--- config.mk ---
export PLATFORM = sky130hd
export DESIGN_NAME = lrca_ctrl
export DESIGN_NICKNAME = d
export VERILOG_FILES = /design/src/hdl/lrca_pkg.sv /design/src/hdl/lrca_ctrl.sv
export SDC_FILE = /design/constraint.sdc
export NUM_CORES = 1
export LEC_CHECK = 0
export ABC_CLOCK_PERIOD_IN_PS = 2480
export BUFFER_PORTS_ARGS = -buffer_cell sky130_fd_sc_hd__buf_2
export CAP_MARGIN = 10
export CORE_AREA = 8 8 45 47
export DETAILED_ROUTE_END_ITERATION = 10
export DIE_AREA = 0 0 53 55
export SLEW_MARGIN = 20
export SYNTH_ARGS = -nofsm -noshare
export SYNTH_HDL_FRONTEND = slang
export SYNTH_SLANG_ARGS = --single-unit
--- constraint.sdc ---
create_clock -name clk -period 2.48 [get_ports clk]
set_input_delay 0.248 -clock clk [delete_from_list [all_inputs] [get_ports clk]]
set_output_delay 0.248 -clock clk [all_outputs]
set_load 0.02 [all_outputs]
--- src/hdl/lrca_pkg.sv ---
`timescale 1ns / 1ps
// ----------------------------------------------------------------------------
// lrca_pkg
// Shared widths, register indexes and controller/datapath interface types for
// the lattice radius class assigner.
// ----------------------------------------------------------------------------
package lrca_pkg;

  localparam int unsigned MAX_CLASSES_DEF = 256;

  localparam int unsigned COORD_W  = 8;
  localparam int unsigned EXTENT_W = 9;
  localparam int unsigned INDEX_W  = 16;
  localparam int unsigned ID_W     = 8;
  localparam int unsigned RADIUS_W = 17;
  localparam int unsigned COUNT_W  = 17;
  localparam int unsigned CFG_IDX_W = 3;
  localparam int unsigned CFG_DATA_W = 9;
  localparam int unsigned NUM_DIRS = 4;

  localparam logic [COUNT_W-1:0]  COUNT_MAX  = '1;
  localparam logic [RADIUS_W-1:0] RADIUS_MAX = '1;

  // Configuration register indexes
  localparam logic [CFG_IDX_W-1:0] REG_EXTENT_T = 3'd0;
  localparam logic [CFG_IDX_W-1:0] REG_EXTENT_X = 3'd1;
  localparam logic [CFG_IDX_W-1:0] REG_EXTENT_Y = 3'd2;
  localparam logic [CFG_IDX_W-1:0] REG_EXTENT_Z = 3'd3;
  localparam logic [CFG_IDX_W-1:0] REG_SOURCE_T = 3'd4;
  localparam logic [CFG_IDX_W-1:0] REG_SOURCE_X = 3'd5;
  localparam logic [CFG_IDX_W-1:0] REG_SOURCE_Y = 3'd6;
  localparam logic [CFG_IDX_W-1:0] REG_SOURCE_Z = 3'd7;

  localparam logic [EXTENT_W-1:0] EXTENT_RESET = 9'd16;

  typedef struct packed {
    logic load;       // latch a new item, restart the scan
    logic idx_inc;    // advance scan index
    logic emit_hit;   // radius found at scan index
    logic emit_new;   // open the next free class
    logic emit_full;  // no match, no free class
  } lrca_cmd_t;

  typedef struct packed {
    logic match;  // entry at scan index holds the radius
    logic last;   // scan index is the last class in use
    logic empty;  // no class in use
    logic room;   // a free class remains
  } lrca_status_t;

endpackage

--- src/hdl/lrca_ctrl.sv ---
`timescale 1ns / 1ps
// ----------------------------------------------------------------------------
// lrca_ctrl
// Sequencer: waits out the radius pipeline, then scans the class table one
// entry per read/compare pair and picks hit, new class or table full.
// ----------------------------------------------------------------------------
module lrca_ctrl (
  input  logic                  clk,
  input  logic                  rst,
  input  logic                  start,
  output logic                  busy,
  output lrca_pkg::lrca_cmd_t   cmd,
  input  lrca_pkg::lrca_status_t status
);
  import lrca_pkg::*;

  localparam logic [2:0] ST_IDLE    = 3'd0;
  localparam logic [2:0] ST_WRAP    = 3'd1;
  localparam logic [2:0] ST_SQUARE  = 3'd2;
  localparam logic [2:0] ST_SUM     = 3'd3;
  localparam logic [2:0] ST_LOOKUP  = 3'd4;
  localparam logic [2:0] ST_COMPARE = 3'd5;

  logic [2:0] state, state_next;

  always_ff @(posedge clk) begin
    if (rst) begin
      state <= ST_IDLE;
    end else begin
      state <= state_next;
    end
  end

  always_comb begin
    state_next = state;
    cmd = '0;
    unique case (state)
      ST_IDLE: begin
        if (start) begin
          cmd.load = 1'b1;
          state_next = ST_WRAP;
        end
      end
      ST_WRAP:   state_next = ST_SQUARE;
      ST_SQUARE: state_next = ST_SUM;
      ST_SUM:    state_next = ST_LOOKUP;
      ST_LOOKUP: begin
        if (status.empty) begin
          cmd.emit_new  = status.room;
          cmd.emit_full = !status.room;
          state_next = ST_IDLE;
        end else begin
          state_next = ST_COMPARE;
        end
      end
      ST_COMPARE: begin
        if (status.match) begin
          cmd.emit_hit = 1'b1;
          state_next = ST_IDLE;
        end else if (status.last) begin
          cmd.emit_new  = status.room;
          cmd.emit_full = !status.room;
          state_next = ST_IDLE;
        end else begin
          cmd.idx_inc = 1'b1;
          state_next = ST_LOOKUP;
        end
      end
      default: state_next = ST_IDLE;
    endcase
  end

  assign busy = (state != ST_IDLE);

endmodule

==> results of run 1 <==
per-stage QoR:
stage,util (%),cell area [µm²],hold slack (ns)
after floorplan,-,226.5,0.3246
after global placement,20.98,290.3,0.4333
after detailed placement,20.98,290.3,0.4322
after CTS,22.88,316.6,0.1801
after global routing,22.88,316.6,0.1777
final,22.88,316.6,0.1859
synth_stat cells (all sizes together):
master and count:
a21oi 2, a31oi 1, and3 2, and3b 1, buf 2, dfxtp 3
inv 4, nand2 1, nand3b 1, nor2 4, nor3 2, nor4b 1
o22ai 1, o41ai 1, or3 2, xnor2 1
path summary, 6_finish.rpt:
check                           to  cells after the start
max                         cmd[3]                      4
min          state[1]$_SDFFE_PP0P_                      2
max reg2reg  state[2]$_SDFFE_PP0P_                      3
min reg2reg  state[1]$_SDFFE_PP0P_                      1
final cells by class:
cell class	count	area, µm²
fill	158	1067
multi-input combinational	20	135.1
sequential	3	60.06
timing repair buffer	12	60.06
clock buffer	4	26.28
tap	16	20.02
inverter	4	15.01
cell families after synthesis:
logic type,after synthesis
xor gates and xnor gates,1
AOI/OAI and AO/OA,5
buffers and inverters,6
DFF,3
and+or+nand+nor,14
power groups by stage:
stage | sequential [mW] | clock (mW) | combinational [mW]
after detailed placement | 0.0696 | 0 | 0.0480
final | 0.0688 | 0.0876 | 0.0472
after CTS | 0.0687 | 0.0926 | 0.0480
after global routing | 0.0702 | 0.0975 | 0.0534
after global placement | 0.0693 | 0 | 0.0477
after floorplan | 0.0575 | 0 | 0.0502
routing by layer:
| metal | part of all wire (%) | track usage [%] |
|---|---|---|
| met1 | 49 | 5.008 |
| met2 | 39 | 5.078 |
| met3 | 11 | 4.011 |
| met4 | 0 | 2.586 |
| met5 | 0 | 0 |
worst reg2reg max path: cells and delay by family (launching register included):
kind / cells / cell delay (ns)
compound gates: 1 / 0.11
flops: 1 / 0.49
simple gates: 2 / 0.46
==> metrics.md, run 1 <==
| Metric | Value |
|---|---|
| Status | completed |
| Leak | 0.1685 nW |
| Area delta synth->final | 39.78% |
| FMAX | a little over 0.6 GHz |
| Sw frac | between 30 and 40% |
| Setup repair after global routing missed its margin | no |
| Main combinational cell family by area after synthesis | simple AND/OR/NAND/NOR gates |
| Antenna diodes | 0 |
| Endpoints failing setup | 0 |
| Slew Limit Fails | 0 |
| Post-Synth Simple-Gate Area | a little under two fifths |
| Routed via count | around 230 |
| Clk Tree Root Cell | clkbuf_4 |
| Endpoints failing hold | 0 |
| Worst slack, placed | between 1 and 1.5 ns |
| Max incr delay on CP | roughly 0.49 ns |
| CP delay by family, top | flip-flops |
| WP data arrival | around 1.4 ns |
| GRT Total Usage | ~4.4% |
| Die footprint | 2915 µm² |
| Worst path cell trace | nand3b_1 > or3_4 > inv_1 > buf_2 |
| Largest Register | state |
| Clock network power share | between 40% and 50% |
| Total wire length | between 500 and 600 µm |
| Worst-skew pair later-pin latency | about 0.24 ns |
| VDD IR-drop max | about 0.21 mV |
| # hold bufs at CTS | 0 |
| Crit path required time | between 2 and 2.5 ns |
| Global placement routability congestion | 0.7051 |
| Worst Clk Skew | about 0.0022 ns |
| Drt initial violations | 1 |
| DRC violations left | 0 |
| Syn Std Cell Area | roughly 230 µm² |
| Distinct cell type count after synthesis | 20 |
| Synth Area in Adders | 0% |
| Cell Pwr Density | around 640 nW/µm² |
| Port bufs | 12 |
| Logic pwr share | between 20% and 30% |
| Non-Filler Instances | between 50 and 60 |
| Crit path launch | state[0]$_SDFFE_PP0P_ |
| Int Pwr | ~0.14 mW |
| CTS Buf Count | 3 |
| DIE WIDTH | around 53 µm |
| Cell row count | 14 |
| Initial antenna violation count | 0 |
| Clock Path Buffers | 2 |
| Syn nets | 36 |
| Max reg flops | 3 |
| Largest regs | state (3) |
| Sw power | around 0.066 mW |
| Share of cells above drive strength 1 | roughly 44% |
| Vias in the first global route | roughly 220 |
| Largest net degree at the start of global routing | 11 |
| Cts repair resizes | 0 |
| HPWL Detailed | between 400 and 500 µm |
| XOR/XNOR share of the synthesized area | under 10% |
| H-tree levels | 1 |
| Gr ovfl total | 0 |
| CTS tree | yes |
| Syn Area/Cell | approximately 7.8 µm² |
| Setup crit start kind | flop |
| First-pass GRT wire length | just under 900 µm |
| Clock Pin Slew Worst Setup and Hold Paths | roughly 0.04 ns |
| CP max stage cell | dfxtp_1 |
| Pre-Repair DR Iteration Count | 2 |
| Critical path class | flop to output pin |
| Share of the synthesized area in the top cell type | around a quarter |
| Final min period | roughly 1.6 ns |
| Worst r2r src | state[0]$_SDFFE_PP0P_ |
| Vias per cell | approximately 3.9 |
| Mapped Cells | 29 |
| Buf/Inv on CP | 2 |
| Post-CTS Repair Setup Buffers | 0 |
| Mux cell area share after synthesis | 0% |
| Register area share after synthesis | a little over a quarter |
| Flop pwr share | between 30% and 40% |
| Die height | 55 µm |
| Worst Hold Class | input pin to flop |
| Max_cap viols | 0 |
| #FFs+latches synth | 3 |
| Crit path max fanout | 10 |
| Slew HR | between 70 and 80% |
| Net count, final | 51 |
| Boundary pin count | 13 |
| Fin crit share | between 60% and 70% |
| Most common cell after layout, fill and taps aside | buf_2 |
| Core area | 1384 µm² |
| Least-Margin Pin Slew | between 0.3 and 0.4 ns |
| Post-Place Cells | 55 |
| R2r setup slk | about 1.4 ns |
| Hold path startpoint | rst |
| Most frequent cells in the layout | buf_2 (12), nor2_1 (4), inv_1 (3), clkbuf_4 (3), dfxtp_1 (3) |
| Complex-gate fraction of the synthesized area | between 10% and 20% |
| Synth area leader | dfxtp_1 |
| Initial Utilization | approximately 16% |
| Synth area leaders | dfxtp_1 (27%), o41ai_2 (7.2%), nor2_1 (6.6%) |
| Clk sinks | 3 |
| Syn. warnings | 0 |
| Total chip power | a little over 0.2 mW |
| Routed Antenna Nets | 0 |
| Post-route worst setup slack | roughly 0.83 ns |
| WL/cell | around 9.4 µm |
| Setup TNS | 0 ns |
| Crit path capture type | output pin |
Note: power is estimated with default switching activity, not from simulation.
==> run 2, diff against run 1 <==
ABC_CLOCK_PERIOD_IN_PS = 1500   (was 2480)
clock period = 1.5 ns   (was 2.48 ns; I/O delays follow)
==> metrics.md, run 2 (same netlist as run 1, synthesis figures left out) <==
| Metric | Value |
|---|---|
| WP data arrival | 1.29 ns (was 1.40 ns) |
| Crit path required time | 1.35 ns (was 2.23 ns) |
| Max incr delay on CP | 0.35 ns (was 0.49 ns) |
| R2R depth | 3 (unchanged) |
| Setup TNS | 0 ns (unchanged) |
| Clock network power share | 36.3% (was 43.0%) |
| Die height | 55 µm (unchanged) |
| Least-Margin Pin Slew | 0.3719 ns (was 0.3288 ns) |
| Crit path capture type | output pin (unchanged) |
| Worst-skew pair later-pin latency | 0.23 ns (was 0.24 ns) |
| Initial antenna violation count | 0 (unchanged) |
| Routed via count | 270 (was 233) |
| Max reg flops | 3 (unchanged) |
| Max_cap viols | 0 (unchanged) |
| Setup repair after global routing missed its margin | no (unchanged) |
| Routed Antenna Nets | 0 (unchanged) |
| CTS tree | yes (unchanged) |
| Status | completed (unchanged) |
| Slew HR | 74.93% (was 77.84%) |
| Final min period | about 1.4 ns |
| CP max stage cell | dfxtp_4 (was dfxtp_1) |
| VDD IR-drop max | 0.2683 mV (was 0.2144 mV) |
| H-tree levels | 1 (unchanged) |
| Drt initial violations | 3 (was 1) |
| Cell Pwr Density | 1016 nW/µm² (was 643.4 nW/µm²) |
| Most frequent cells in the layout | buf_2 (10), buf_4 (5), inv_1 (3), nor2_1 (3), clkbuf_4 (3) (was buf_2 (12), nor2_1 (4), inv_1 (3), clkbuf_4 (3), dfxtp_1 (3)) |
| Die footprint | 2915 µm² (unchanged) |
| Total chip power | 0.3801 mW (was 0.2037 mW) |
| Initial Utilization | 16.37% (unchanged) |
| Global placement routability congestion | 0.7849 (was 0.7051) |
| Leak | 0.1928 nW (was 0.1685 nW) |
| Port bufs | 12 (unchanged) |
| Antenna diodes | 0 (unchanged) |
| Worst r2r src | state[0]$_SDFFE_PP0P_ (unchanged) |
| Worst flop-to-flop path endpoint | state[0]$_SDFFE_PP0P_ (was state[2]$_SDFFE_PP0P_) |
| WL/cell | 10.90 µm (was 9.407 µm) |
| Worst slack, placed | 0.2045 ns (was 1.074 ns) |
| Clock Pin Slew Worst Setup and Hold Paths | 0.04 ns (about the same) |
| GRT Total Usage | 5.677% (was 4.369%) |
| Setup crit start kind | flop (unchanged) |
| FMAX | between 0.6 and 0.7 GHz |
| Most common cell after layout, fill and taps aside | buf_2 (unchanged) |
| Clk Tree Root Cell | clkbuf_4 (unchanged) |
| Worst Clk Skew | 0.001396 ns (was 0.002225 ns) |
| Hold path startpoint | rst (unchanged) |
| CTS Buf Count | 3 (unchanged) |
| Largest regs | state (3) (unchanged) |
| Vias in the first global route | 303 (was 223) |
| Fin crit share | a little over nine tenths |
| Endpoints failing setup | 0 (unchanged) |
| Cell row count | 14 (unchanged) |
| Worst path cell trace | buf_4 > or3_4 > nor2_4 > buf_6 (was nand3b_1 > or3_4 > inv_1 > buf_2) |
| Area delta synth->final | 65.19% (was 39.78%) |
| Flop pwr share | 27.8% (was 33.8%) |
| Slew Limit Fails | 0 (unchanged) |
| Worst Hold Class | input pin to flop (unchanged) |
| Core area | 1384 µm² (unchanged) |
| Net count, final | 55 (was 51) |
| HPWL Detailed | 509 µm (was 434.9 µm) |
| Non-Filler Instances | 63 (was 59) |
| Endpoints failing hold | 0 (unchanged) |
| Vias per cell | 4.286 (was 3.949) |
| Total wire length | 687 µm (was 555 µm) |
| Share of cells above drive strength 1 | 59.57% (was 44.19%) |
| Hold Path Cell Cnt | 2 (unchanged) |
| R2r setup slk | 0.37 ns (was 1.35 ns) |
| Post-route worst setup slack | 0.06256 ns (was 0.8323 ns) |
| First-pass GRT wire length | 1.255 mm (was 883 µm) |
| Hold endpoint | state[1]$_SDFFE_PP0P_ (unchanged) |
| Clk sinks | 3 (unchanged) |
| Gr ovfl total | 0 (unchanged) |
| DIE WIDTH | 53 µm (unchanged) |
| Boundary pin count | 13 (unchanged) |
| Buf/Inv on CP | 2 (unchanged) |
| Logic pwr share | 35.8% (was 23.2%) |
| DRC violations left | 0 (unchanged) |
| CP delay by family, top | simple AND/OR/NAND/NOR gates (was flip-flops) |
| Critical path class | flop to output pin (unchanged) |
| Clock Path Buffers | 2 (unchanged) |
| Post-Place Cells | 57 (was 55) |
| Largest net degree at the start of global routing | 9 (was 11) |
| Pre-Repair DR Iteration Count | 2 (unchanged) |
| # hold bufs at CTS | 0 (unchanged) |
| Crit path max fanout | 5 (was 10) |
| Sw frac | 30.73% (was 32.54%) |
| Fill count | 165 (was 158) |
| Sw power | 0.1168 mW (was 0.06627 mW) |
| Largest Register | state (unchanged) |
| Int Pwr | 0.2633 mW (was 0.1374 mW) |
==> run 2: changes by cell type in the layout (fill, tap and decap cells not counted), sizes merged <==
cell,previous run,this run
buf,12,16
==> run 2: through the flow <==
| step | utilization, % | hold slack, ns | instance area (µm²) |
|---|---|---|---|
| after global placement | 22.06 | 0.3368 | 305.3 |
| after floorplan | - | 0.2266 | 226.5 |
| after global routing | 27.03 | 0.09311 | 374.1 |
| after detailed placement | 22.06 | 0.3391 | 305.3 |
| final | 27.03 | 0.09147 | 374.1 |
| after CTS | 24.32 | 0.09635 | 336.6 |
==> run 2: repair_timing <==
item / CTS / global route
endpoints found under the hold margin: 0 / 0
gates resized for setup: 3 / 7
endpoints found under the setup margin: 2 / 2
buffers inserted: 0 / 2
pin swaps: 0 / 2
==> run 2: cell type report <==
type                            instances  area [µm²]  area share (%)
Multi-Input combinational cell         20       147.6           39.46
Tap cell                               16       20.02           5.351
Inverter                                4       15.01           4.013
Sequential cell                         3       66.31           17.73
Timing Repair Buffer                   16       98.84           26.42
Clock buffer                            4       26.28           7.023
==> run 2: worst max-delay path by stage <==
stage	from	to	slack, ns	cells past startpoint
detailed placement	state[0]$_SDFFE_PP0P_	cmd[4]	0.20	4
floorplan	state[0]$_SDFFE_PP0P_	cmd[4]	0.12	3
global placement	state[0]$_SDFFE_PP0P_	cmd[4]	0.22	4
finish	state[0]$_SDFFE_PP0P_	cmd[4]	0.06	4
CTS	state[0]$_SDFFE_PP0P_	cmd[4]	0.008	4
global route	state[0]$_SDFFE_PP0P_	cmd[0]	0.01	4
==> run 2: power groups by stage <==
stage,Clock [mW],Sequential (mW),Combinational (mW)
after global placement,0,0.107,0.0996
after CTS,0.145,0.107,0.107
after detailed placement,0,0.107,0.102
after global routing,0.154,0.108,0.150
final,0.138,0.106,0.136
after floorplan,0,0.0950,0.0830
==> run 2: per-layer routing <==
| layer | wire length (µm) | GRT usage [%] |
|---|---|---|
| met5 | 0 | 0 |
| met4 | 0 | 2.586 |
| met3 | 37 | 2.674 |
| met2 | 350 | 9.570 |
| met1 | 299 | 5.909 |
==> run 3, diff against run 2 <==
ABC_CLOCK_PERIOD_IN_PS = 1600   (was 1500)
CTS_BUF_LIST = sky130_fd_sc_hd__clkbuf_2   (was default)
clock period = 1.6 ns   (was 1.5 ns; I/O delays follow)
==> metrics.md, run 3 (same netlist as run 1, synthesis figures left out) <==
| Metric | Value |
|---|---|
| Clk Tree Root Cell | clkbuf_2 (was clkbuf_4) |
| Gr ovfl total | 0 (unchanged) |
| Core area | 1384 µm² (unchanged) |
| Global placement routability congestion | 0.7422 (was 0.7849) |
| FMAX | around 0.68 GHz |
| Total chip power | 0.2872 mW (was 0.3801 mW) |
| Endpoints failing setup | 0 (unchanged) |
| R2R depth | 3 (unchanged) |
| Share of cells above drive strength 1 | 51.16% (was 59.57%) |
| # hold bufs at CTS | 0 (unchanged) |
| Post-Place Cells | 55 (was 57) |
| WL/cell | 10.02 µm (was 10.90 µm) |
| Initial Utilization | 16.37% (unchanged) |
| Die footprint | 2915 µm² (unchanged) |
| Setup TNS | 0 ns (unchanged) |
| Status | completed (unchanged) |
| Clock Path Buffers | 2 (unchanged) |
| CTS tree | yes (unchanged) |
| Largest Register | state (unchanged) |
| Port bufs | 12 (unchanged) |
| Setup repair after global routing missed its margin | no (unchanged) |
| Pre-Repair DR Iteration Count | 4 (was 2) |
| Worst Hold Class | input pin to flop (unchanged) |
| Critical path class | flop to output pin (unchanged) |
| Worst r2r src | state[2]$_SDFFE_PP0P_ (was state[0]$_SDFFE_PP0P_) |
| Initial antenna violation count | 0 (unchanged) |
| Most frequent cells in the layout | buf_2 (12), nor2_1 (4), clkbuf_2 (4), inv_1 (3) (was buf_2 (10), buf_4 (5), inv_1 (3), nor2_1 (3), clkbuf_4 (3)) |
| Final min period | 1.464 ns |
| Crit path capture type | output pin (unchanged) |
| Slew Limit Fails | 0 (unchanged) |
| Cts repair resizes | 0 (was 3) |
| H-tree levels | 1 (unchanged) |
| Net count, final | 51 (was 55) |
| Crit path max fanout | 7 (was 5) |
| Largest regs | state (3) (unchanged) |
| Most common cell after layout, fill and taps aside | buf_2 (unchanged) |
| Least-Margin Pin Slew | 0.3692 ns (was 0.3719 ns) |
| Vias per cell | 4.085 (was 4.286) |
| Setup crit start kind | flop (unchanged) |
| Max incr delay on CP | 0.44 ns (was 0.35 ns) |
| CTS Buf Count | 3 (unchanged) |
| Worst path cell trace | nand3b_1 > or3_4 > inv_1 > buf_2 (was buf_4 > or3_4 > nor2_4 > buf_6) |
| HPWL Detailed | 460.4 µm (was 509 µm) |
| Cell row count | 14 (unchanged) |
| Placed cell area | 290.3 µm² (was 305.3 µm²) |
| Largest net degree at the start of global routing | 11 (was 9) |
| DIE WIDTH | 53 µm (unchanged) |
| Drt initial violations | 2 (was 3) |
| Non-Filler Instances | 59 (was 63) |
| Cell Pwr Density | 918.2 nW/µm² (was 1016 nW/µm²) |
| Boundary pin count | 13 (unchanged) |
| Vias in the first global route | 252 (was 303) |
| Worst Clk Skew | 0.001940 ns (was 0.001396 ns) |
| Slew HR | 75.12% (was 74.93%) |
| CP Capture Point | cmd[3] (was cmd[4]) |
| Max reg flops | 3 (unchanged) |
| Buf/Inv on CP | 2 (unchanged) |
| Final core area utilization | 22.60% (was 27.03%) |
| Clock Pin Slew Worst Setup and Hold Paths | 0.04 ns (about the same) |
| Worst slack, placed | 0.2659 ns (was 0.2045 ns) |
| Total wire length | 591 µm (was 687 µm) |
| Max_cap viols | 0 (unchanged) |
| GRT Total Usage | 5.134% (was 5.677%) |
| Worst Hold Slack | 0.1208 ns (was 0.09147 ns) |
| First-pass GRT wire length | 1.035 mm (was 1.255 mm) |
| CP max stage cell | dfxtp_1 (was dfxtp_4) |
| Post-route worst setup slack | 0.1364 ns (was 0.06256 ns) |
| DRC violations left | 0 (unchanged) |
| Antenna diodes | 0 (unchanged) |
| Clk sinks | 3 (unchanged) |
| Crit path required time | 1.44 ns (was 1.35 ns) |
| Routed Antenna Nets | 0 (unchanged) |
| Post-CTS Repair Setup Buffers | 0 (unchanged) |
| Critical path depth in cells | 4 (unchanged) |
| Area delta synth->final | 38.12% (was 65.19%) |
| CP delay by family, top | simple AND/OR/NAND/NOR gates (unchanged) |
| R2r setup slk | 0.53 ns (was 0.37 ns) |
| Die height | 55 µm (unchanged) |
| Worst flop-to-flop path endpoint | state[2]$_SDFFE_PP0P_ (was state[0]$_SDFFE_PP0P_) |
| Leak | 0.1707 nW (was 0.1928 nW) |
| Routed via count | 241 (was 270) |
| Endpoints failing hold | 0 (unchanged) |
| Crit path launch | state[2]$_SDFFE_PP0P_ (was state[0]$_SDFFE_PP0P_) |
| VDD IR-drop max | 0.1708 mV (was 0.2683 mV) |
| Post-route cell area | 312.8 µm² (was 374.1 µm²) |
| WP data arrival | 1.30 ns (was 1.29 ns) |
| Fin crit share | 91.47% |
| Worst-skew pair later-pin latency | 0.20 ns (was 0.23 ns) |
[run 3: cell count changes in the layout (fill, tap and decap cells not counted), sizes merged]
cell,before,now
buf,16,12
[run 3: how the worst min path moves through the flow]
| stage | startpoint | to | slack, ns | cells after the start |
|---|---|---|---|---|
| floorplan | rst | state[1]$_SDFFE_PP0P_ | 0.24 | 1 |
| global placement | rst | state[1]$_SDFFE_PP0P_ | 0.34 | 2 |
| detailed placement | rst | state[1]$_SDFFE_PP0P_ | 0.34 | 2 |
| CTS | rst | state[1]$_SDFFE_PP0P_ | 0.11 | 2 |
| global route | rst | state[1]$_SDFFE_PP0P_ | 0.10 | 2 |
| finish | rst | state[1]$_SDFFE_PP0P_ | 0.12 | 2 |
[run 3: where the power goes]
group / leakage [nW] / internal [mW] / switching, mW / total (mW)
clock network: 0.0166 / 0.0659 / 0.0392 / 0.105
logic: 0.129 / 0.0349 / 0.0388 / 0.0737
registers: 0.0253 / 0.0865 / 0.0219 / 0.108
[run 3: metal layers]
metal / wire [µm] / GRT usage (%) / part of all wire [%]
met1: 275 / 5.918 / 47
met2: 278 / 6.445 / 47
met3: 37 / 1.070 / 6.3
met4: 0 / 7.759 / 0
met5: 0 / 0 / 0
[run 3: area by class of cell]
| type | count | area [µm²] |
|---|---|---|
| Inverter | 4 | 15.01 |
| Sequential cell | 3 | 62.56 |
| Fill cell | 163 | 1071 |
| Clock buffer | 4 | 20.02 |
| Multi-Input combinational cell | 20 | 135.1 |
| Tap cell | 16 | 20.02 |
| Timing Repair Buffer | 12 | 60.06 |
